`config.mk`:
```
export PLATFORM = sky130hd
export DESIGN_NAME = gcd_sqrt
export DESIGN_NICKNAME = d
export VERILOG_FILES = /design/src/rtl/gcd_sqrt.sv
export SDC_FILE = /design/constraint.sdc
export NUM_CORES = 2
export LEC_CHECK = 0
export BUFFER_PORTS_ARGS = -buffer_cell sky130_fd_sc_hd__buf_2
export CORE_ASPECT_RATIO = 0.9
export CORE_MARGIN = 1.5
export CORE_UTILIZATION = 52
export CTS_CLUSTER_DIAMETER = 200
export DETAILED_ROUTE_END_ITERATION = 7
export HOLD_SLACK_MARGIN = 0.12
export PLACE_DENSITY = 0.78
export SYNTH_ARGS = -nofsm -noshare
export SYNTH_HDL_FRONTEND = slang
export SYNTH_SLANG_ARGS = --single-unit
```
`constraint.sdc`:
```
create_clock -name clk -period 4.7 [get_ports clk]
set_input_delay 0.94 -clock clk [delete_from_list [all_inputs] [get_ports clk]]
set_output_delay 0.94 -clock clk [all_outputs]
set_load 0.02 [all_outputs]
```
`src/rtl/gcd_sqrt.sv`:
```
`timescale 1ns / 1ps

module gcd_sqrt #(
  parameter int FRAC_BITS = 30
) (
  input  logic                 clk,
  input  logic                 rst_n,
  input  logic                 en,
  input  logic                 in_v,
  input  logic [FRAC_BITS:0]   in_a,
  output logic                 out_v,
  output logic [FRAC_BITS:0]   out_root
);

  localparam int L  = FRAC_BITS + 1;
  localparam int DW = 2 * L;
  localparam int RW = FRAC_BITS + 4;

  logic          v_r    [0:L];
  logic [DW-1:0] val_r  [0:L];
  logic [RW-1:0] rem_r  [0:L];
  logic [L-1:0]  root_r [0:L];

  always_ff @(posedge clk) begin
    if (!rst_n) begin
      v_r[0] <= 1'b0;
    end else if (en) begin
      v_r[0] <= in_v;
    end
  end

  always_ff @(posedge clk) begin
    if (en) begin
      val_r[0]  <= {1'b0, in_a, {FRAC_BITS{1'b0}}};
      rem_r[0]  <= '0;
      root_r[0] <= '0;
    end
  end

  for (genvar k = 1; k <= L; k++) begin : g_digit
    logic [RW-1:0] rem_t;
    logic [RW-1:0] trial;

    always_comb begin
      rem_t = {rem_r[k-1][RW-3:0], val_r[k-1][DW-1:DW-2]};
      trial = RW'({root_r[k-1], 2'b01});
    end

    always_ff @(posedge clk) begin
      if (!rst_n) begin
        v_r[k] <= 1'b0;
      end else if (en) begin
        v_r[k] <= v_r[k-1];
      end
    end

    always_ff @(posedge clk) begin
      if (en) begin
        val_r[k] <= val_r[k-1] << 2;
        if (rem_t >= trial) begin
          rem_r[k]  <= rem_t - trial;
          root_r[k] <= {root_r[k-1][L-2:0], 1'b1};
        end else begin
          rem_r[k]  <= rem_t;
          root_r[k] <= {root_r[k-1][L-2:0], 1'b0};
        end
      end
    end
  end

  assign out_v    = v_r[L];
  assign out_root = root_r[L];

endmodule

```
==> metrics.csv <==
stage,metric,value,unit
synth,Mapped Area,0.0873,mm²
timing,maximum frequency from static timing analysis,232,MHz
clock_tree,number of clock sinks,1692,
pwr,total power divided by cell area,472,mW/mm²
finish,"leading cell type in the layout, fill and taps excluded",sky130_fd_sc_hd__edfxtp_1,
synth,Synth Instances,7406,
finish,antenna diode count,0,
route,via-per-instance ratio,5.67,
synth,"Net Count, Synth",7952,
worst_setup_path,endpoint of the most critical register-to-register path,rem_r[1][320]$_DFFE_PP_,
timing,final cycle utilization of the critical path,91.6,%
synth,Post-synth top flop,sky130_fd_sc_hd__edfxtp_1,
finish,fraction of final layout cells with drive strength greater than 1,7.04,%
finish,filler instances,13300,
min_path,endpoint of the worst hold path,val_r[0][57]$_DFFE_PP_,
clock_tree,hold-fix buffers at CTS,0,
worst_setup_path,nature of the critical path startpoint,flop,
timing,Clock Skews,0.0296,ns
worst_setup_path,register-to-register setup slack,0.40,ns
clock_tree,Num CTS Buffers,175,
place,post-detailed-placement half-perimeter wirelength,127000,µm
floorplanning,die height,392,µm
worst_setup_path,Reg2Reg Depth,12,
grt,"Remaining Overflow, GRT",0,
min_path,number of cells on the worst hold path,1,
worst_setup_path,CP max FO,45,
synth,unique cell type count in the Yosys netlist,85,
floorplanning,standard-cell row count,142,
min_path,classification of the worst-slack hold path,primary input to flop,
worst_setup_path,slowest stage cell on the critical path,sky130_fd_sc_hd__o31ai_1,
worst_setup_path,required time of the critical path,5.24,ns
status,status,finished clean,
grt,initial antenna violation count,4,
clock_tree,clock-pin slew reported for the worst setup and hold paths after clock tree synthesis,0.06,ns
floorplanning,placeable core area,0.166,mm²
worst_setup_path,category of the most critical setup path,flop to flop,
place,minimum setup slack after placement,0.534,ns
grt,first-pass GRT wire length,283000,µm
synth,average size of a mapped cell,11.8,µm²
worst_setup_path,worst path buffer plus inverter count,2,
floorplanning,ports placed on the boundary,67,
grt,overall track demand over capacity in global routing,20.3,%
finish,number of nets in the layout,8115,
floorplanning,Die Wd,435,µm
finish,highest-count cells in the layout ignoring fill and taps,"1,690 x sky130_fd_sc_hd__edfxtp_1, 663 x sky130_fd_sc_hd__inv_1, 568 x sky130_fd_sc_hd__nand2_1",
worst_setup_path,top cell family by delay on the critical path,compound AO/OA/AOI/OAI gates,
grt,number of global-route vias before repair,54400,
timing,relative max-transition margin,30.9,%
grt,largest net degree at the start of global routing,166,
pwr,worst vdd rail ir drop,333,µV
timing,setup TNS,0,ns
route,number of nets with antenna violations after detailed routing,0,
synth,#FFs+latches synth,1692,
route,iteration count of the initial detailed-routing pass,6,
timing,final worst setup slack,0.396,ns
flow_run,Maximum Capacitance Violations,0,
worst_setup_path,WP data arrival,4.84,ns
worst_setup_path,kind of end point of the critical path,flop,
timing,Max Transition Viols Final,0,
finish,Layout Area Growth over Synthesis,10.3,%
route,remaining routing DRC violations,0,
floorplanning,area enclosed by the die boundary,0.170,mm²
route,routed wirelength normalized by instance count,17.7,µm
clock_tree,Worst-Skew Late Latency,0.81,ns
synth,async set-or-reset flop fraction in the synthesized netlist,0,%
clock_tree,Clock Tree Root,sky130_fd_sc_hd__clkbuf_16,
synth,post-synthesis sequential area ratio,58.2,%
min_path,source of the worst hold timing path,in_a[29],
synth,Ys Warns,0,
clock_tree,CTS-repair resized insts,0,
place,routability congestion estimate from global placement,0.920,
route,via count,56400,
timing,minimum clock period after layout,4.30,ns
clock_tree,level count of the clock H-tree,4,
synth,Post-synth EDFFs,1690,
route,post-detailed-routing wire length,176000,µm
timing,Finish-stage setup viols,0,
clock_tree,Post-CTS Setup Repair Bufs,0,
pwr,static leakage power,37.2,nW
timing,unrepaired setup endpoints after global routing,no,
place,count of port buffers added during placement,66,
worst_setup_path,delay of the slowest cell on the worst path,0.68,ns
worst_setup_path,crit path cell chain,"ha_1, inv_1, fa_1, nand2b_1, a21oi_1, o21ai_0, a21boi_0, o221ai_1, o31ai_1, a211oi_4, buf_4, mux2_2",
floorplanning,Starting Density,52.4,%
clock_tree,CTS tree,done,
worst_setup_path,worst r2r src,rem_r[1][272]$_SDFFCE_PP0P_,
timing,measured slew at the worst slew-check pin,1.04,ns
timing,count of final hold-check violations,0,
clock_tree,clk buf depth,3,
route,number of violations reported at the end of detailed-routing iteration 0,5169,
how the worst max path moves through the flow:
stage | cells after the start | end | from | slack, ns
3_3_place_gp | 13 | rem_r[1][320]$_DFFE_PP_ | root_r[1][248]$_DFFE_PP_ | 0.69
2_1_floorplan | 5 | rem_r[1][340]$_SDFFCE_PP0P_ | en | 0.71
4_1_cts | 12 | rem_r[1][320]$_DFFE_PP_ | rem_r[1][272]$_SDFFCE_PP0P_ | 0.48
6_report | 12 | rem_r[1][320]$_DFFE_PP_ | rem_r[1][272]$_SDFFCE_PP0P_ | 0.40
3_5_place_dp | 12 | rem_r[1][320]$_DFFE_PP_ | rem_r[1][272]$_SDFFCE_PP0P_ | 0.53
5_1_grt | 13 | rem_r[1][320]$_DFFE_PP_ | root_r[1][248]$_DFFE_PP_ | 0.24
cells by family after synthesis:
family	Yosys count	synth area share, %
DFF	1692	58.2
and+or+nand+nor	2054	11.8
buffers and inverters	815	3.51
adders and majority gates	511	7.45
muxes	83	1.05
xor gates and xnor gates	697	7.00
AOI/OAI and AO/OA	1554	11.0
registers in the layout (all words and copies together) (netlist names):
signal  flops
rem_r     893
v_r        32
root_r    496
val_r     271
metrics by stage:
step / instance area, µm² / total power [W] / hold slack, ns / util (%) / cells
2_1_floorplan: 87300 / 0.0288 / 0.400 / - / 7406
3_3_place_gp: 90600 / 0.0314 / 0.402 / 54.4 / 9624
3_5_place_dp: 90600 / 0.0318 / 0.405 / 54.4 / 9624
4_1_cts: 96200 / 0.0456 / 0.249 / 57.8 / 9944
5_1_grt: 96200 / 0.0477 / 0.255 / 57.8 / 9944
6_report: 96200 / 0.0454 / 0.308 / 57.8 / 9944
area by class of cell:
class	instances	area, µm²	area share, %
tap	2232	2790	2.90
inverter	665	2500	2.59
multi-input combinational	4899	33500	34.8
timing repair buffer	136	971	1.01
clock inverter	105	1060	1.10
clock buffer	215	4620	4.80
sequential	1692	50800	52.8
synth_stat cells (12+ instances only):
master                      count  share of area (%)
sky130_fd_sc_hd__mux2i_1       12               0.14
sky130_fd_sc_hd__edfxtp_1    1690                 58
sky130_fd_sc_hd__nand2_1      568                2.4
sky130_fd_sc_hd__nand3_1      114               0.65
sky130_fd_sc_hd__nor3_1       200                1.1
sky130_fd_sc_hd__nor2b_1       74               0.53
sky130_fd_sc_hd__o21bai_1      49               0.42
sky130_fd_sc_hd__a31oi_1       36               0.26
sky130_fd_sc_hd__a41oi_1       12               0.12
sky130_fd_sc_hd__nor4b_1       23               0.23
sky130_fd_sc_hd__o211ai_1      33               0.28
sky130_fd_sc_hd__a21o_1       171                1.5
sky130_fd_sc_hd__or2_2         40               0.29
sky130_fd_sc_hd__or4_1         44               0.38
sky130_fd_sc_hd__nor2_1       440                1.9
sky130_fd_sc_hd__xnor2_1      339                3.4
sky130_fd_sc_hd__nor3b_1       22               0.19
sky130_fd_sc_hd__nand3b_1      28               0.24
sky130_fd_sc_hd__a21boi_0      13               0.11
sky130_fd_sc_hd__and3_1        64               0.46
sky130_fd_sc_hd__o31ai_1       43               0.37
sky130_fd_sc_hd__a21oi_1      406                2.3
sky130_fd_sc_hd__o21ai_0      499                2.9
sky130_fd_sc_hd__nor4_1        97               0.70
sky130_fd_sc_hd__a211oi_1      49               0.42
sky130_fd_sc_hd__nand2b_1     104               0.75
sky130_fd_sc_hd__a2111oi_0     20               0.20
sky130_fd_sc_hd__fa_1          14               0.32
sky130_fd_sc_hd__clkbuf_1     144               0.62
sky130_fd_sc_hd__nand4_1       57               0.41
sky130_fd_sc_hd__inv_1        663                2.9
sky130_fd_sc_hd__o31a_1        17               0.17
sky130_fd_sc_hd__o21a_1        93               0.80
sky130_fd_sc_hd__or3_1         84               0.60
sky130_fd_sc_hd__mux2_2        71               0.92
sky130_fd_sc_hd__xor2_1       357                3.6
sky130_fd_sc_hd__nand4b_1      12               0.12
sky130_fd_sc_hd__and2_1        43               0.31
sky130_fd_sc_hd__ha_1         497                7.1
per-layer routing:
layer  global-route usage, %  wire length [µm]  up-vias
li1                        -                 -    27400
met3                    3.00             10100      266
met1                    29.0             80500    27200
met4                    5.02              3470        2
met5                       0                 9        -
met2                    32.8             81600     1517
where the power goes:
group | switching (W) | leakage (nW) | internal, W
logic | 0.00608 | 18.4 | 0.00457
registers | 0.00155 | 16.1 | 0.0195
clock network | 0.00587 | 2.78 | 0.00781
total | 0.0135 | 37.2 | 0.0319
worst register-to-register path, stage by stage, from the launching register on:
cell                       delay, ns
sky130_fd_sc_hd__edfxtp_1       0.41
sky130_fd_sc_hd__ha_1           0.21
sky130_fd_sc_hd__inv_1          0.06
sky130_fd_sc_hd__fa_1           0.40
sky130_fd_sc_hd__nand2b_1       0.19
sky130_fd_sc_hd__a21oi_1        0.30
sky130_fd_sc_hd__o21ai_0        0.27
sky130_fd_sc_hd__a21boi_0       0.33
sky130_fd_sc_hd__o221ai_1       0.33
sky130_fd_sc_hd__o31ai_1        0.68
sky130_fd_sc_hd__a211oi_4       0.19
sky130_fd_sc_hd__buf_4          0.31
sky130_fd_sc_hd__mux2_2         0.35
No activity file was read; power rests on OpenSTA's default activity.
